<file path="src/rtl/sled_pkg.sv">
// Shared types, constants and helpers for the string literal escape decoder.
`timescale 1ns / 1ps
package sled_pkg;

  localparam int MaxRes = 5;
  localparam int QDepth = 4;
  localparam int QPtrW  = $clog2(QDepth);
  localparam int QCntW  = $clog2(QDepth + 1);

  typedef enum logic [2:0] {
    KindData   = 3'd0,
    KindClosed = 3'd1,
    KindBadEsc = 3'd2,
    KindBadEnc = 3'd3,
    KindUnterm = 3'd4
  } kind_e;

  typedef struct packed {
    logic [7:0] in_byte;
    logic       line_end;
  } sled_in_t;

  typedef struct packed {
    logic [7:0] out_byte;
    kind_e      kind;
    logic       last;
  } sled_out_t;

  typedef struct packed {
    logic [7:0] out_byte;
    kind_e      kind;
  } sled_res_t;

  // All results caused by one input transfer.
  typedef struct packed {
    logic [2:0]                   cnt;
    sled_res_t [MaxRes-1:0]       res;
  } sled_desc_t;

  function automatic sled_res_t mk_data(logic [7:0] b);
    sled_res_t r;
    r.out_byte = b;
    r.kind     = KindData;
    return r;
  endfunction

  function automatic sled_res_t mk_term(kind_e k);
    sled_res_t r;
    r.out_byte = 8'h00;
    r.kind     = k;
    return r;
  endfunction

endpackage

</file>
<file path="src/rtl/sled_front.sv">
// Front end: per-byte decode state machine, builds one result descriptor per transfer.
`timescale 1ns / 1ps
module sled_front
  import sled_pkg::*;
(
  input  logic       clk_i,
  input  logic       rst_ni,
  input  logic       in_valid_i,
  input  sled_in_t   in_i,
  output logic       in_ready_o,
  input  logic       full_i,
  output logic       push_o,
  output sled_desc_t desc_o
);

  localparam logic [1:0] ModePlain = 2'd0;
  localparam logic [1:0] ModeEsc   = 2'd1;
  localparam logic [1:0] ModeHex   = 2'd2;
  localparam logic [1:0] ModeUtf8  = 2'd3;

  logic [1:0]  mode_q, mode_d;
  logic [31:0] acc_q, acc_d;
  logic [3:0]  seen_q, seen_d;
  logic [3:0]  lim_q, lim_d;
  logic [2:0]  exp_q, exp_d;
  logic [2:0]  cnt_q, cnt_d;
  logic [7:0]  hold_q [3];
  logic [7:0]  hold_d [3];

  logic       accept;
  logic [7:0] b;
  logic       eol;

  // plain content outcome
  logic       pl_has, pl_clear, pl_esc, pl_utf8;
  sled_res_t  pl_res;
  logic [2:0] pl_len;

  // hex digit and finished escape
  logic        is_hex;
  logic [3:0]  hv;
  logic [31:0] acc_new, code;
  logic        fin_bad;
  logic [2:0]  fin_cnt;
  sled_res_t   fin_res [4];

  logic [7:0] lo, hi;
  logic       cont_ok, seq_done;

  sled_desc_t desc;
  logic       clr, use_pl;
  logic [2:0] pl_base;

  assign b          = in_i.in_byte;
  assign eol        = in_i.line_end;
  assign in_ready_o = !full_i;
  assign accept     = in_valid_i && in_ready_o;

  always_comb begin
    pl_has   = 1'b0;
    pl_clear = 1'b0;
    pl_esc   = 1'b0;
    pl_utf8  = 1'b0;
    pl_res   = mk_data(b);
    pl_len   = 3'd0;
    if (eol) begin
      pl_has   = 1'b1;
      pl_clear = 1'b1;
      pl_res   = mk_term(KindUnterm);
    end else if (b == "\"") begin
      pl_has   = 1'b1;
      pl_clear = 1'b1;
      pl_res   = mk_term(KindClosed);
    end else if (b == "\\") begin
      pl_esc = 1'b1;
    end else if (b < 8'h80) begin
      pl_has = 1'b1;
    end else if (b inside {[8'hC2:8'hDF]}) begin
      pl_utf8 = 1'b1;
      pl_len  = 3'd2;
    end else if (b inside {[8'hE0:8'hEF]}) begin
      pl_utf8 = 1'b1;
      pl_len  = 3'd3;
    end else if (b inside {[8'hF0:8'hF4]}) begin
      pl_utf8 = 1'b1;
      pl_len  = 3'd4;
    end else begin
      pl_has   = 1'b1;
      pl_clear = 1'b1;
      pl_res   = mk_term(KindBadEnc);
    end
  end

  always_comb begin
    is_hex = 1'b1;
    hv     = b[3:0];
    if (b inside {[8'h61:8'h66], [8'h41:8'h46]}) begin
      hv = b[3:0] + 4'd9;
    end else if (!(b inside {[8'h30:8'h39]})) begin
      is_hex = 1'b0;
    end
    if (eol) begin
      is_hex = 1'b0;
    end
  end

  assign acc_new = {acc_q[27:0], hv};
  assign code    = is_hex ? acc_new : acc_q;

  always_comb begin
    fin_bad = 1'b0;
    fin_cnt = 3'd0;
    for (int i = 0; i < 4; i++) begin
      fin_res[i] = mk_data(8'h00);
    end
    if (lim_q == 4'd2) begin
      fin_cnt    = 3'd1;
      fin_res[0] = mk_data(code[7:0]);
    end else if (code != 32'd0) begin
      if (code > 32'h0010_FFFF || code inside {[32'h0000_D800:32'h0000_DFFF]}) begin
        fin_bad = 1'b1;
      end else if (code < 32'h80) begin
        fin_cnt    = 3'd1;
        fin_res[0] = mk_data(code[7:0]);
      end else if (code < 32'h800) begin
        fin_cnt    = 3'd2;
        fin_res[0] = mk_data({3'b110, code[10:6]});
        fin_res[1] = mk_data({2'b10, code[5:0]});
      end else if (code < 32'h1_0000) begin
        fin_cnt    = 3'd3;
        fin_res[0] = mk_data({4'b1110, code[15:12]});
        fin_res[1] = mk_data({2'b10, code[11:6]});
        fin_res[2] = mk_data({2'b10, code[5:0]});
      end else begin
        fin_cnt    = 3'd4;
        fin_res[0] = mk_data({5'b11110, code[20:18]});
        fin_res[1] = mk_data({2'b10, code[17:12]});
        fin_res[2] = mk_data({2'b10, code[11:6]});
        fin_res[3] = mk_data({2'b10, code[5:0]});
      end
    end
  end

  always_comb begin
    lo = 8'h80;
    hi = 8'hBF;
    if (cnt_q == 3'd1) begin
      case (hold_q[0])
        8'hE0:   lo = 8'hA0;
        8'hED:   hi = 8'h9F;
        8'hF0:   lo = 8'h90;
        8'hF4:   hi = 8'h8F;
        default: ;
      endcase
    end
  end

  assign cont_ok  = (b >= lo) && (b <= hi) && (cnt_q >= 3'd1) && (cnt_q <= 3'd3);
  assign seq_done = ({1'b0, cnt_q} + 4'd1) >= {1'b0, exp_q};

  always_comb begin
    mode_d  = mode_q;
    acc_d   = acc_q;
    seen_d  = seen_q;
    lim_d   = lim_q;
    exp_d   = exp_q;
    cnt_d   = cnt_q;
    hold_d  = hold_q;
    desc    = '0;
    clr     = 1'b0;
    use_pl  = 1'b0;
    pl_base = 3'd0;
    case (mode_q)
      ModePlain: begin
        use_pl = 1'b1;
      end
      ModeEsc: begin
        if (eol) begin
          desc.cnt    = 3'd1;
          desc.res[0] = mk_term(KindBadEsc);
          clr         = 1'b1;
        end else begin
          desc.cnt = 3'd1;
          mode_d   = ModePlain;
          case (b)
            "'", "\"", "\\": desc.res[0] = mk_data(b);
            "a":     desc.res[0] = mk_data(8'd7);
            "b":     desc.res[0] = mk_data(8'd8);
            "f":     desc.res[0] = mk_data(8'd12);
            "e":     desc.res[0] = mk_data(8'd27);
            "n":     desc.res[0] = mk_data(8'd10);
            "r":     desc.res[0] = mk_data(8'd13);
            "t":     desc.res[0] = mk_data(8'd9);
            "v":     desc.res[0] = mk_data(8'd11);
            "x", "u", "U": begin
              desc.cnt = 3'd0;
              mode_d   = ModeHex;
              acc_d    = 32'd0;
              seen_d   = 4'd0;
              lim_d    = (b == "x") ? 4'd2 : ((b == "u") ? 4'd4 : 4'd8);
            end
            default: begin
              desc.res[0] = mk_term(KindBadEsc);
              clr         = 1'b1;
            end
          endcase
        end
      end
      ModeHex: begin
        if (is_hex) begin
          acc_d  = acc_new;
          seen_d = seen_q + 4'd1;
          if ((seen_q + 4'd1) >= lim_q) begin
            clr = 1'b1;
            if (fin_bad) begin
              desc.cnt    = 3'd1;
              desc.res[0] = mk_term(KindBadEsc);
            end else begin
              desc.cnt = fin_cnt;
              for (int i = 0; i < 4; i++) begin
                desc.res[i] = fin_res[i];
              end
            end
          end
        end else if (seen_q == 4'd0 || fin_bad) begin
          desc.cnt    = 3'd1;
          desc.res[0] = mk_term(KindBadEsc);
          clr         = 1'b1;
        end else begin
          clr      = 1'b1;
          desc.cnt = fin_cnt;
          for (int i = 0; i < 4; i++) begin
            desc.res[i] = fin_res[i];
          end
          use_pl  = 1'b1;
          pl_base = fin_cnt;
        end
      end
      ModeUtf8: begin
        if (eol || !cont_ok) begin
          desc.cnt    = 3'd1;
          desc.res[0] = mk_term(KindBadEnc);
          clr         = 1'b1;
        end else if (seq_done) begin
          for (int i = 0; i < 3; i++) begin
            if (3'(i) < cnt_q) begin
              desc.res[i] = mk_data(hold_q[i]);
            end
          end
          desc.res[cnt_q] = mk_data(b);
          desc.cnt        = cnt_q + 3'd1;
          clr             = 1'b1;
        end else begin
          hold_d[cnt_q[1:0]] = b;
          cnt_d              = cnt_q + 3'd1;
        end
      end
      default: begin
        clr    = 1'b1;
        use_pl = 1'b1;
      end
    endcase

    if (clr) begin
      mode_d = ModePlain;
      acc_d  = 32'd0;
      seen_d = 4'd0;
      lim_d  = 4'd0;
      exp_d  = 3'd0;
      cnt_d  = 3'd0;
    end

    if (use_pl) begin
      if (pl_has) begin
        desc.res[pl_base] = pl_res;
        desc.cnt          = pl_base + 3'd1;
      end
      if (pl_clear) begin
        mode_d = ModePlain;
        acc_d  = 32'd0;
        seen_d = 4'd0;
        lim_d  = 4'd0;
        exp_d  = 3'd0;
        cnt_d  = 3'd0;
      end
      if (pl_esc) begin
        mode_d = ModeEsc;
      end
      if (pl_utf8) begin
        hold_d[0] = b;
        cnt_d     = 3'd1;
        exp_d     = pl_len;
        mode_d    = ModeUtf8;
      end
    end
  end

  assign push_o = accept && (desc.cnt != 3'd0);
  assign desc_o = desc;

  always_ff @(posedge clk_i or negedge rst_ni) begin
    if (!rst_ni) begin
      mode_q <= ModePlain;
      acc_q  <= 32'd0;
      seen_q <= 4'd0;
      lim_q  <= 4'd0;
      exp_q  <= 3'd0;
      cnt_q  <= 3'd0;
    end else if (accept) begin
      mode_q <= mode_d;
      acc_q  <= acc_d;
      seen_q <= seen_d;
      lim_q  <= lim_d;
      exp_q  <= exp_d;
      cnt_q  <= cnt_d;
    end
  end

  always_ff @(posedge clk_i) begin
    if (accept) begin
      hold_q <= hold_d;
    end
  end

  a_utf8_count: assert property (@(posedge clk_i) disable iff (!rst_ni)
    mode_q == ModeUtf8 |-> cnt_q >= 3'd1 && cnt_q < exp_q && exp_q <= 3'd4)
    else $error("utf8 hold count out of range");

  a_hex_limit: assert property (@(posedge clk_i) disable iff (!rst_ni)
    mode_q == ModeHex |-> seen_q < lim_q)
    else $error("hex digit count reached limit without finishing");

endmodule

</file>
<file path="src/rtl/sled_fifo.sv">
// Short descriptor queue between the decode front end and the result sequencer.
`timescale 1ns / 1ps
module sled_fifo
  import sled_pkg::*;
(
  input  logic       clk_i,
  input  logic       rst_ni,
  input  logic       push_i,
  input  sled_desc_t push_desc_i,
  output logic       full_o,
  input  logic       pop_i,
  output logic       head_vld_o,
  output sled_desc_t head_o
);

  sled_desc_t       mem_q [QDepth];
  logic [QPtrW-1:0] wr_q, rd_q;
  logic [QCntW-1:0] cnt_q;

  assign full_o     = cnt_q == QCntW'(QDepth);
  assign head_vld_o = cnt_q != '0;
  assign head_o     = mem_q[rd_q];

  always_ff @(posedge clk_i) begin
    if (push_i) begin
      mem_q[wr_q] <= push_desc_i;
    end
  end

  always_ff @(posedge clk_i or negedge rst_ni) begin
    if (!rst_ni) begin
      wr_q  <= '0;
      rd_q  <= '0;
      cnt_q <= '0;
    end else begin
      if (push_i) begin
        wr_q <= wr_q + QPtrW'(1);
      end
      if (pop_i) begin
        rd_q <= rd_q + QPtrW'(1);
      end
      case ({push_i, pop_i})
        2'b10:   cnt_q <= cnt_q + QCntW'(1);
        2'b01:   cnt_q <= cnt_q - QCntW'(1);
        default: ;
      endcase
    end
  end

  a_no_overflow: assert property (@(posedge clk_i) disable iff (!rst_ni)
    push_i |-> !full_o || pop_i)
    else $error("descriptor queue overflow");

  a_no_underflow: assert property (@(posedge clk_i) disable iff (!rst_ni)
    pop_i |-> head_vld_o)
    else $error("descriptor queue underflow");

endmodule

</file>
<file path="src/rtl/sled_back.sv">
// Back end: walks each descriptor and drives one result per output transfer.
`timescale 1ns / 1ps
module sled_back
  import sled_pkg::*;
(
  input  logic       clk_i,
  input  logic       rst_ni,
  input  logic       head_vld_i,
  input  sled_desc_t head_i,
  output logic       pop_o,
  output logic       out_valid_o,
  input  logic       out_ready_i,
  output sled_out_t  out_o
);

  logic       out_valid_q;
  sled_out_t  out_q;
  logic [2:0] idx_q;
  logic       load, take, is_last;
  sled_res_t  cur;

  assign load    = !out_valid_q || out_ready_i;
  assign take    = load && head_vld_i;
  assign cur     = head_i.res[idx_q];
  assign is_last = idx_q == (head_i.cnt - 3'd1);
  assign pop_o   = take && is_last;

  assign out_valid_o = out_valid_q;
  assign out_o       = out_q;

  always_ff @(posedge clk_i or negedge rst_ni) begin
    if (!rst_ni) begin
      out_valid_q <= 1'b0;
      idx_q       <= 3'd0;
    end else begin
      if (load) begin
        out_valid_q <= head_vld_i;
      end
      if (take) begin
        idx_q <= is_last ? 3'd0 : idx_q + 3'd1;
      end
    end
  end

  always_ff @(posedge clk_i) begin
    if (take) begin
      out_q.out_byte <= cur.out_byte;
      out_q.kind     <= cur.kind;
      out_q.last     <= is_last;
    end
  end

  a_idx_in_desc: assert property (@(posedge clk_i) disable iff (!rst_ni)
    head_vld_i |-> head_i.cnt != 3'd0 && idx_q < head_i.cnt && head_i.cnt <= 3'(MaxRes))
    else $error("result index outside descriptor");

  a_idx_idle: assert property (@(posedge clk_i) disable iff (!rst_ni)
    !head_vld_i |-> idx_q == 3'd0)
    else $error("result index not cleared between descriptors");

endmodule

</file>
<file path="src/rtl/string_literal_escape_decoder.sv">
// Top level of the string literal escape decoder.
//
// Input channel (in_valid_i / in_ready_o / in_i): one byte of the literal body
// per transfer, starting after the opening quote; line_end marks end of buffer.
// Output channel (out_valid_o / out_ready_i / out_o): one result per transfer:
// a decoded byte, a closed mark or an error kind; last flags the final result
// caused by an input byte. Bytes that cause no result produce no transfer.
// Throughput: one input transfer per cycle unless the queue is full, and one
// output transfer per cycle while out_ready_i is high. An input byte yields 0
// to 5 results, sent in order by the back end, so output bandwidth bounds the
// sustained input rate on bursty text. With an empty queue the first result
// of a byte is queued on the transfer edge, then loaded into the output register.
// The 4-entry descriptor queue absorbs bursts; when full, in_ready_o drops.
// Output stall: the output register holds; the queue fills, then input stalls.
// Reset: decode state returns to plain content, queue and output are emptied.
`timescale 1ns / 1ps
module string_literal_escape_decoder
  import sled_pkg::*;
(
  input  logic      clk_i,
  input  logic      rst_ni,
  input  logic      in_valid_i,
  output logic      in_ready_o,
  input  sled_in_t  in_i,
  output logic      out_valid_o,
  input  logic      out_ready_i,
  output sled_out_t out_o
);

  logic       push, full, pop, head_vld;
  sled_desc_t push_desc, head;

  sled_front u_front (
    .clk_i      (clk_i),
    .rst_ni     (rst_ni),
    .in_valid_i (in_valid_i),
    .in_i       (in_i),
    .in_ready_o (in_ready_o),
    .full_i     (full),
    .push_o     (push),
    .desc_o     (push_desc)
  );

  sled_fifo u_fifo (
    .clk_i       (clk_i),
    .rst_ni      (rst_ni),
    .push_i      (push),
    .push_desc_i (push_desc),
    .full_o      (full),
    .pop_i       (pop),
    .head_vld_o  (head_vld),
    .head_o      (head)
  );

  sled_back u_back (
    .clk_i       (clk_i),
    .rst_ni      (rst_ni),
    .head_vld_i  (head_vld),
    .head_i      (head),
    .pop_o       (pop),
    .out_valid_o (out_valid_o),
    .out_ready_i (out_ready_i),
    .out_o       (out_o)
  );

endmodule

</file>
<file path="config.mk">
export PLATFORM = sky130hd
export DESIGN_NAME = string_literal_escape_decoder
export DESIGN_NICKNAME = d
export VERILOG_FILES = /design/src/rtl/sled_pkg.sv /design/src/rtl/sled_front.sv /design/src/rtl/sled_fifo.sv /design/src/rtl/sled_back.sv /design/src/rtl/string_literal_escape_decoder.sv
export SDC_FILE = /design/constraint.sdc
export NUM_CORES = 1
export LEC_CHECK = 0
export ABC_AREA = 1
export BUFFER_PORTS_ARGS = -buffer_cell sky130_fd_sc_hd__buf_2
export CORE_MARGIN = 2
export CORE_UTILIZATION = 35
export CTS_CLUSTER_SIZE = 28
export DETAILED_ROUTE_END_ITERATION = 8
export PLACE_DENSITY = 0.57
export SLEW_MARGIN = 20
export SYNTH_ARGS = -nofsm -noshare
export SYNTH_HDL_FRONTEND = slang
export SYNTH_SLANG_ARGS = --single-unit
</file>
<file path="constraint.sdc">
create_clock -name clk_i -period 8 [get_ports clk_i]
set_clock_uncertainty 0.2 [all_clocks]
set_input_delay 1.2 -clock clk_i [delete_from_list [all_inputs] [get_ports clk_i]]
set_output_delay 1.2 -clock clk_i [all_outputs]
set_load 0.01 [all_outputs]
</file>
==> results.txt, run 1 <==
Yosys cell types - 53
Yosys warns - 0
Power density over the cells - 352 nW/um^2
Slew of the pin with the lowest slew margin - 1.05 ns
Largest net degree at the start of global routing - 93
Cts hold-fix bufs - 0
Layout cells sized above 1 - 10.1%
Total CTS buffers - 38
Starting Density - 35.6%
Top FF cell, synth - edfxtp_1
WHS - 0.279 ns
Max incr delay on CP - 0.51 ns
CP most frequent cell - nand2_1
Placed Instances - 2394
IR drop worst, VDD - 202 uV
Critical path type - input pin to register
HP Class - register to register
Worst reg2reg setup slack - 2.79 ns
Avg Cell Area, Syn - 9.37 um^2
Root Buffer - clkbuf_16
Min-Delay Startpoint - u_fifo.cnt_q[0]
Mapped Area - 17000 um^2
Fillers - 4768
PostCTS Resize Cnt - 0
Status - completed
MaxCap Viol Count - 0
Vias - 13681
Post-Synthesis Cells - 1815
Min-Delay Path Depth - 1
WP data required - 8.25 ns
CP Data Arrival Time - 6.82 ns
Post-CTS setup buffers - 0
Worst R2R Start - u_front.cnt_q[1]
Crit path max fanout - 53
Crit. End Element - register
Hold Vio Cnt, Final - 0
First-pass GRT wire length - 81400 um
DRT Pass-1 Iters - 5
Antenna cells - 0
RSZ-0062 raised after global routing - false
Clk Latency, worst-skew pair - 0.58 ns
Post-DP HPWL - 34700 um
Area Growth Syn to Fin - 12.0%
Gr usage total - 20.9%
Clock Sinks - 327
Slowest-stage cell, CP - nand2_4
DIE HEIGHT - 224 um
Fin Setup TNS - 0 ns
Drc violations - 0
Async S/R FF share, synth - 18.0%
Post-Place Cell Area - 17800 um^2
Initial antenna violation count - 0
Die width - 224 um
Vias/cell - 5.55
Post-synthesis sequential area ratio - 56.0%
CORE AREA - 47800 um^2
Post-DRT Antenna Nets - 0
Routed WL per cell - 21.2 um
Final GP Congestion - 0.999
Design area - 19100 um^2
Vias in the first global route - 13236
Num rows - 80
Cell depth of the worst flop-to-flop path - 24
Reg2reg end - u_fifo.mem_q[0][52]
Relative slew slack - 29.8%
Initial DRC count - 1276
Tmin final - 6.58 ns
Maximum buffer depth of the clock tree - 3
Final Non-Filler Cells - 2464
# setup viols final - 0
Post-layout nets - 1869
Die ar. - 50400 um^2
Critical path launch point type - input pin
Max-slew violation count - 0
Post-synth EDFFs - 268
Boundary Pins - 27
Port Buf Inserts - 26
Syn nets - 1865
Post-route clock period utilization - 82.2%
Hold path endpoint - u_fifo.cnt_q[0]
Clk slew on worst S/H paths - 0.06 ns
H-tree depth - 2
Final WL - 52300 um
CTS tree - built
Pleak - 7.30 nW
Yosys reg bits - 327
Overflow after GRT - 0
Achievable Freq - 152 MHz
==> cell usage in the layout (no fill, tap or decap), drive strengths merged, types with 13 or more instances in the layout <==
cell / synthesis / layout
o22ai: 91 / 91
buf: 27 / 55
nand3: 119 / 119
nor2: 236 / 236
nor3: 25 / 25
a21oi: 44 / 44
clkbuf: 64 / 51
a31oi: 17 / 17
nand2: 282 / 282
edfxtp: 268 / 268
dfrtp: 59 / 59
o211ai: 15 / 15
clkinv: 4 / 13
o21ai: 257 / 257
ha: 36 / 36
o221ai: 23 / 23
inv: 173 / 176
==> state kept, by name, indices dropped and copies added, names as in the netlist, named ones only <==
signal and flops:
u_front.exp_q 3, u_fifo.rd_q 2, u_fifo.cnt_q 3, u_fifo.wr_q 2
u_front.seen_q 4, u_front.lim_q 4, u_front.cnt_q 3, u_front.acc_q 32
u_back.idx_q 3, u_back.out_o 12, u_front.hold_q 8, u_fifo.mem_q 232
u_back.out_valid_o 1, u_front.mode_q 2
==> cell families after synthesis <==
group           count (synthesis)  synth area share (%)
buf+inv                       268                  6.28
flops                         327                  56.0
simple gates                  682                  17.5
xor+xnor                       12                 0.618
fa+ha+maj                      37                  2.77
compound gates                489                  16.9
==> per-layer routing <==
metal | track usage (%) | vias to the layer above | part of all wire [%]
met5 | 0 | - | 0
met4 | 7.11 | 0 | 2.9
met3 | 2.95 | 87 | 6.0
met2 | 33.3 | 447 | 46
met1 | 29.4 | 6698 | 45
li1 | - | 6449 | -
==> metrics by stage <==
| step | total power, mW | utilization [%] | worst slack [ns] |
|---|---|---|---|
| global route | 7.11 | 39.8 | 0.940 |
| CTS | 6.75 | 39.8 | 1.50 |
| global placement | 5.01 | 37.3 | 1.11 |
| finish | 6.70 | 39.8 | 1.42 |
| detailed placement | 5.02 | 37.3 | 0.926 |
| floorplan | 4.14 | - | 0.959 |
==> area by class of cell <==
class                      instances  area, um^2  share of cell area (%)
sequential                       327        9530                    50.0
clock buffer                      51        1030                    5.40
timing repair buffer              55         410                    2.15
inverter                         177         666                    3.49
multi-input combinational       1220        6460                    33.9
clock inverter                    19         194                    1.02
tap                              615         769                    4.04
==> synthesized netlist by cell type, types with 16 or more instances <==
cell      count  area, um^2
nor2_1      224         841
ha_1         36         450
edfxtp_1    268        8050
nand2_1     268        1010
dfrtp_1      59        1480
o22ai_1      91         569
o21ai_0     239        1200
a21oi_1      41         205
nor3_1       25         125
o21ai_1      16        80.1
nand3_1     112         561
inv_1       160         601
a31oi_1      17         106
clkbuf_1     64         240
o221ai_1     23         201
==> worst max path at each step <==
stage                  from                  to  slack [ns]
floorplan           in_i[1]  u_fifo.mem_q[0][0]        0.96
global placement    in_i[1]     u_fifo.cnt_q[2]        1.11
detailed placement  in_i[1]     u_fifo.cnt_q[2]        0.93
CTS                 in_i[1]     u_fifo.cnt_q[2]        1.50
global route        in_i[1]     u_fifo.cnt_q[2]        0.94
finish              in_i[2]     u_fifo.cnt_q[2]        1.42
==> critical path: cells and delay by family <==
| kind | cells | cell delay, ns |
|---|---|---|
| AO/OA/AOI/OAI | 3 | 0.49 |
| XOR/XNOR | 1 | 0.16 |
| adder cells (fa/ha/maj) | 4 | 1.13 |
| buffers and inverters | 7 | 1.06 |
| AND/OR/NAND/NOR | 18 | 2.75 |
==> power by group <==
group          switching (mW)  internal [mW]  total, mW
Clock                   0.724          0.983       1.71
Sequential              0.119           2.27       2.38
Combinational            1.87          0.738       2.61
Note: power is estimated with default switching activity, not from simulation.
==> inputs of run 2 (changes only) <==
--- a/config.mk
+++ b/config.mk
@@ -5,7 +5,7 @@
 export SDC_FILE = /design/constraint.sdc
 export NUM_CORES = 1
 export LEC_CHECK = 0
-export ABC_AREA = 1
+export ABC_AREA = 0
 export BUFFER_PORTS_ARGS = -buffer_cell sky130_fd_sc_hd__buf_2
 export CORE_MARGIN = 2
 export CORE_UTILIZATION = 35
==> constraint.sdc (replaced) <==
create_clock -name clk_i -period 6.16 [get_ports clk_i]
set_clock_uncertainty 0.2 [all_clocks]
set_input_delay 0.924 -clock clk_i [delete_from_list [all_inputs] [get_ports clk_i]]
set_output_delay 0.924 -clock clk_i [all_outputs]
set_load 0.01 [all_outputs]
==> results.txt, run 2 <==
Status - completed (unchanged)
IR drop worst, VDD - 259 uV (was 202 uV)
Register area - 9530 um^2 (about the same)
Worst R2R Start - u_front.cnt_q[1] (unchanged)
Boundary Pins - 27 (unchanged)
Max-slew violation count - 0 (unchanged)
HP Class - register to register (unchanged)
Min-Delay Startpoint - u_back.out_valid_o (was u_fifo.cnt_q[0])
Area of the multi-input gates - 6510 um^2 (was 6460 um^2)
Total CTS buffers - 37 (was 38)
Post-Synthesis Cells - 1296 (was 1815)
Post-layout nets - 1390 (was 1869)
Area Growth Syn to Fin - 13.6% (was 12.0%)
Post-synth EDFFs - 268 (unchanged)
H-tree depth - 2 (unchanged)
Worst reg2reg setup slack - 0.85 ns (was 2.79 ns)
Post-synthesis sequential area ratio - 57.8% (was 56.0%)
Clock Sinks - 327 (unchanged)
Vias in the first global route - 11320 (was 13236)
Post-DP HPWL - 32900 um (was 34700 um)
Final GP Congestion - 0.920 (was 0.999)
Placed Instances - 1908 (was 2394)
Final WL - 47500 um (was 52300 um)
Cell family with most CP delay - simple AND/OR/NAND/NOR gates (unchanged)
Slew of the pin with the lowest slew margin - 0.934 ns (was 1.05 ns)
Post-CTS setup buffers - 0 (unchanged)
First-pass GRT wire length - 72100 um (was 81400 um)
Layout cells sized above 1 - 17.6% (was 10.1%)
Achievable Freq - 187 MHz
WP data required - 6.14 ns (was 8.25 ns)
Starting Density - 35.4% (was 35.6%)
Port Buf Inserts - 26 (unchanged)
Synth top cells by count - edfxtp_1 (268), nand2_1 (104), nor2_1 (95) (was edfxtp_1 (268), nand2_1 (268), o21ai_0 (239))
Crit path max fanout - 35 (was 53)
DRT Pass-1 Iters - 5 (unchanged)
Pleak - 6.55 nW (was 7.30 nW)
Post-route clock period utilization - 87.0%
Drc violations - 0 (unchanged)
Yosys cell types - 82 (was 53)
Clk slew on worst S/H paths - 0.06 ns (about the same)
Fillers - 4398 (was 4768)
Share of the synthesized area in the top cell type - 48.9% (was 47.3%)
Initial DRC count - 1185 (was 1276)
PostCTS Resize Cnt - 0 (unchanged)
Initial antenna violation count - 0 (unchanged)
RSZ-0062 raised after global routing - false (unchanged)
Power density over the cells - 411 nW/um^2 (was 352 nW/um^2)
CP Data Arrival Time - 5.34 ns (was 6.82 ns)
Relative slew slack - 37.3% (was 29.8%)
Gr usage total - 19.3% (was 20.9%)
MaxCap Viol Count - 0 (unchanged)
Tmin final - 5.36 ns
Avg Cell Area, Syn - 12.7 um^2 (was 9.37 um^2)
Most common cell in the netlist - edfxtp_1
CP Buf/Inv Count - 4 (was 7)
Most common cell after layout, fill and taps aside - edfxtp_1
Most flops, register - u_fifo.mem_q (unchanged)
# setup viols final - 0 (unchanged)
Max incr delay on CP - 0.72 ns (was 0.51 ns)
Main area contributors after synthesis - edfxtp_1 (49%), dfrtp_1 (9.0%), mux4_2 (7.9%) (was edfxtp_1 (47%), dfrtp_1 (8.7%), o21ai_0 (7.0%))
Post-Place Cell Area - 17500 um^2 (was 17800 um^2)
Largest register FFs - 232 (unchanged)
Yosys reg bits - 327 (unchanged)
Critical path type - input pin to register (unchanged)
Routed WL per cell - 24.1 um (was 21.2 um)
Async S/R FF share, synth - 18.0% (unchanged)
CTS tree - built (unchanged)
Mapped Area - 16500 um^2 (was 17000 um^2)
Syn nets - 1346 (was 1865)
DIE HEIGHT - 221 um (was 224 um)
Yosys warns - 0 (unchanged)
Post-synth top area cell - edfxtp_1 (unchanged)
Cts hold-fix bufs - 0 (unchanged)
CP cell instances - buf_2, inv_1, ha_1, nor3b_1, or3_1, buf_4, a21oi_2, o32ai_1, nand3_2, a21oi_4, nor2_1, ha_1, xnor2_1, o41a_1, a41oi_4, nor2b_4, buf_4
Hold Vio Cnt, Final - 0 (unchanged)
Worst setup startpoint - in_i[1] (was in_i[2])
Total Power - 7.69 mW (was 6.70 mW)
Antenna cells - 0 (unchanged)
Clk Latency, worst-skew pair - 0.56 ns (was 0.58 ns)
Largest net degree at the start of global routing - 60 (was 93)
Crit. End Element - register (unchanged)
Vias - 11395 (was 13681)
Vias/cell - 5.78 (was 5.55)
CORE AREA - 46500 um^2 (was 47800 um^2)
Design area - 18700 um^2 (was 19100 um^2)
Post-DRT Antenna Nets - 0 (unchanged)
Most frequent cells in the layout - edfxtp_1 (268), nand2_1 (104), nor2_1 (95), a21oi_1 (77) (was nand2_1 (268), edfxtp_1 (268), o21ai_0 (239), nor2_1 (218), inv_1 (159))
Die width - 221 um (was 224 um)
Die ar. - 48800 um^2 (was 50400 um^2)
Overflow after GRT - 0 (unchanged)
Num rows - 79 (was 80)
WHS - 0.296 ns (was 0.279 ns)
Root Buffer - clkbuf_16 (unchanged)
Critical path launch point type - input pin (unchanged)
Maximum buffer depth of the clock tree - 3 (unchanged)
Top FF cell, synth - edfxtp_1 (unchanged)
Final Non-Filler Cells - 1973 (was 2464)
Slowest-stage cell, CP - nor2b_4 (was nand2_4)
==> run 2: cell types whose count changed in the layout (fill, tap and decap cells not counted), moves of 58 or more <==
cell / delta
o21ai_0: -181
nand3_1: -77
nand2_1: -164
inv_1: -120
mux4_2: +58
o22ai_1: -83
nor2_1: -123
==> run 2: cell type report <==
class / instances / area share (%)
clock inverter: 18 / 1.10
timing repair buffer: 82 / 2.94
sequential: 327 / 51.0
multi-input combinational: 851 / 34.8
inverter: 41 / 0.823
tap: 607 / 4.06
clock buffer: 47 / 5.32
==> run 2: per-layer routing <==
layer  up-vias  routed length, um  track usage [%]
met4         0               1660             7.30
li1       5104                  -                -
met5         -                  0                0
met3        94               3160             3.15
met2       492              21600             30.0
met1      5705              21100             27.1
==> run 2: report_power, final <==
part	internal, mW	switching, mW
registers	2.92	0.176
logic	0.953	1.46
clock network	1.28	0.908
total	5.15	2.54
==> run 2: path summary, 6_finish.rpt <==
path,to,depth (start not counted)
worst max-delay path,u_fifo.mem_q[3][55],17
min in group asynchronous,u_front.cnt_q[2],2
worst min register to register,u_back.out_valid_o,2
worst min-delay path,u_back.out_valid_o,2
worst max register to register,u_fifo.mem_q[3][55],16
max in group asynchronous,u_fifo.rd_q[0],2
==> run 2: cell families (layout without fill, tap and decap cells) <==
group,Yosys count,after routing,synth area share [%]
simple gates,375,375,11.2
fa+ha+maj,37,37,2.86
compound gates,310,310,12.9
flops,327,327,57.8
mux,115,115,11.6
buf+inv,118,188,2.86
xor+xnor,14,14,0.745
==> run 2: worst min-delay path, delay by kind of cell (launching register included) <==
family	cells	cell delay [ns]
DFF	1	0.36
and+or+nand+nor	2	0.11
==> run 2: metrics by stage <==
stage | setup TNS [ns] | worst slack, ns | utilization (%)
floorplan | -191.05 | -1.10 | -
global placement | 0 | 0.452 | 37.7
detailed placement | 0 | 0.301 | 37.7
CTS | 0 | 0.789 | 40.3
global route | 0 | 0.575 | 40.3
finish | 0 | 0.802 | 40.3
==> inputs of run 3 (changes only) <==
--- a/config.mk
+++ b/config.mk
@@ -7,7 +7,6 @@
 export LEC_CHECK = 0
 export ABC_AREA = 0
 export BUFFER_PORTS_ARGS = -buffer_cell sky130_fd_sc_hd__buf_2
-export CORE_MARGIN = 2
 export CORE_UTILIZATION = 35
 export CTS_CLUSTER_SIZE = 28
 export DETAILED_ROUTE_END_ITERATION = 8
==> constraint.sdc (replaced) <==
create_clock -name clk_i -period 6.16 [get_ports clk_i]
set_clock_uncertainty 0.2 [all_clocks]
set_input_delay 0.924 -clock clk_i [delete_from_list [all_inputs] [get_ports clk_i]]
set_output_delay 0.924 -clock clk_i [all_outputs]
set_load 0.005 [all_outputs]
==> results.txt, run 3 (synthesis results as in run 2) <==
RSZ-0062 raised after global routing - false (unchanged)
Tmin final - 5.42 ns (was 5.36 ns)
Area Growth Syn to Fin - 13.6% (unchanged)
Final Non-Filler Cells - 1966 (was 1973)
Post-layout nets - 1381 (was 1390)
DRT Pass-1 Iters - 7 (was 5)
Largest register FFs - 232 (unchanged)
Final WL - 47100 um (was 47500 um)
Crit path max fanout - 32 (was 35)
Final GP Congestion - 0.932 (was 0.920)
Initial DRC count - 1056 (was 1185)
Layout cells sized above 1 - 17.3% (was 17.6%)
Clk Latency, worst-skew pair - 0.55 ns (was 0.56 ns)
Worst setup margin - 0.738 ns (was 0.802 ns)
Total CTS buffers - 36 (was 37)
HP Class - register to register (unchanged)
Vias - 11454 (was 11395)
CP Data Arrival Time - 5.51 ns (was 5.34 ns)
Overflow after GRT - 0 (unchanged)
Initial antenna violation count - 0 (unchanged)
Critical path launch point type - input pin (unchanged)
Most common cell after layout, fill and taps aside - edfxtp_1 (unchanged)
H-tree depth - 2 (unchanged)
CORE AREA - 46500 um^2 (unchanged)
Largest net degree at the start of global routing - 60 (unchanged)
Routed WL per cell - 23.9 um (was 24.1 um)
Num rows - 79 (unchanged)
Placed Instances - 1900 (was 1908)
Vias in the first global route - 11393 (was 11320)
Post-route clock period utilization - 88.0% (was 87.0%)
PostCTS Resize Cnt - 0 (unchanged)
Setup WS pre-CTS - 0.257 ns (was 0.301 ns)
Port Buf Inserts - 26 (unchanged)
Slew of the pin with the lowest slew margin - 0.977 ns (was 0.934 ns)
Post-DRT Antenna Nets - 0 (unchanged)
# setup viols final - 0 (unchanged)
MaxCap Viol Count - 0 (unchanged)
Cts hold-fix bufs - 0 (unchanged)
CTS tree - built (unchanged)
Status - completed (unchanged)
Clock Sinks - 327 (unchanged)
Max-slew violation count - 0 (unchanged)
WP data required - 6.24 ns (was 6.14 ns)
Power density over the cells - 415 nW/um^2 (was 411 nW/um^2)
First-pass GRT wire length - 71500 um (was 72100 um)
Antenna cells - 0 (unchanged)
Fin Setup TNS - 0 ns (unchanged)
Relative slew slack - 34.3% (was 37.3%)
Most frequent cells in the layout - edfxtp_1 (268), nand2_1 (104), nor2_1 (95), a21oi_1 (77) (unchanged)
Root Buffer - clkbuf_16 (unchanged)
Pleak - 6.55 nW (about the same)
Maximum buffer depth of the clock tree - 3 (unchanged)
Critical path type - input pin to register (unchanged)
Gr usage total - 19.9% (was 19.3%)
Post-DP HPWL - 32100 um (was 32900 um)
Achievable Freq - 184 MHz (was 187 MHz)
Die width - 219 um (was 221 um)
Crit. End Element - register (unchanged)
Post-CTS setup buffers - 0 (unchanged)
Total Power - 7.76 mW (was 7.69 mW)
Drc violations - 0 (unchanged)
Starting Density - 35.4% (unchanged)
Hold Vio Cnt, Final - 0 (unchanged)
Vias/cell - 5.83 (was 5.78)
Clk slew on worst S/H paths - 0.06 ns (about the same)
Most flops, register - u_fifo.mem_q (unchanged)
DIE HEIGHT - 219 um (was 221 um)
Boundary Pins - 27 (unchanged)
IR drop worst, VDD - 243 uV (was 259 uV)
Die ar. - 47900 um^2 (was 48800 um^2)
run 3: cell types whose count changed in the layout (fill, tap and decap cells not counted), sizes merged:
cell,previous run,this run
clkinv,9,10
buf,82,74
clkinvlp,7,5
clkbuf,47,44
bufinv,3,6
inv,40,42
run 3: critical path, stage by stage:
cell and delay (ns):
buf_2 0.15, inv_1 0.11, ha_1 0.29, o21ba_2 0.23, o21ai_0 0.56, a21oi_2 0.14
o32ai_1 0.44, nand3_2 0.22, a21oi_4 0.20, nor2_1 0.11, ha_1 0.34, o41a_1 0.46
a41oi_4 0.25, buf_4 0.22, and2b_2 0.50, buf_12 0.32
run 3: final timing paths:
check | startpoint | endpoint | slack (ns) | cells after the start
worst max-delay path | in_i[1] | u_fifo.mem_q[1][43] | 0.74 | 16
worst min-delay path | u_back.out_valid_o | u_back.out_valid_o | 0.30 | 2
worst max register to register | u_front.cnt_q[1] | u_fifo.mem_q[1][43] | 0.90 | 18
worst min register to register | u_back.out_valid_o | u_back.out_valid_o | 0.30 | 2
max in group asynchronous | rst_ni | u_fifo.rd_q[0] | 4.75 | 2
min in group asynchronous | rst_ni | u_front.cnt_q[0] | 0.35 | 2
run 3: area by class of cell:
class	instances	area (um^2)
inverters	41	154
multi-input cells	851	6510
clock buffers	44	941
fillers	4402	27800
repair buffers	74	503
clock inverters	22	308
flip-flops and latches	327	9530
well taps	607	759
run 3: where the power goes:
part           internal [mW]  switching [mW]  leakage, nW  total, mW
registers               2.92           0.176         3.24       3.10
logic                  0.952            1.43         2.71       2.39
clock network           1.36           0.920        0.593       2.28
run 3: stage by stage:
stage	area [um^2]	hold slack, ns	util, %
after global placement	17500	0.281	37.6
after global routing	18700	0.332	40.3
final	18700	0.300	40.3
after CTS	18700	0.304	40.3
after floorplan	16500	0.264	-
after detailed placement	17500	0.290	37.6
run 3: routing by layer:
metal  track usage (%)  up-vias  part of all wire [%]
met3              3.04      108                   6.2
met1              27.9     5797                    45
met2              31.4      449                    46
li1                  -     5100                     -
met4              7.01        0                   3.4
met5                 0        -                     0
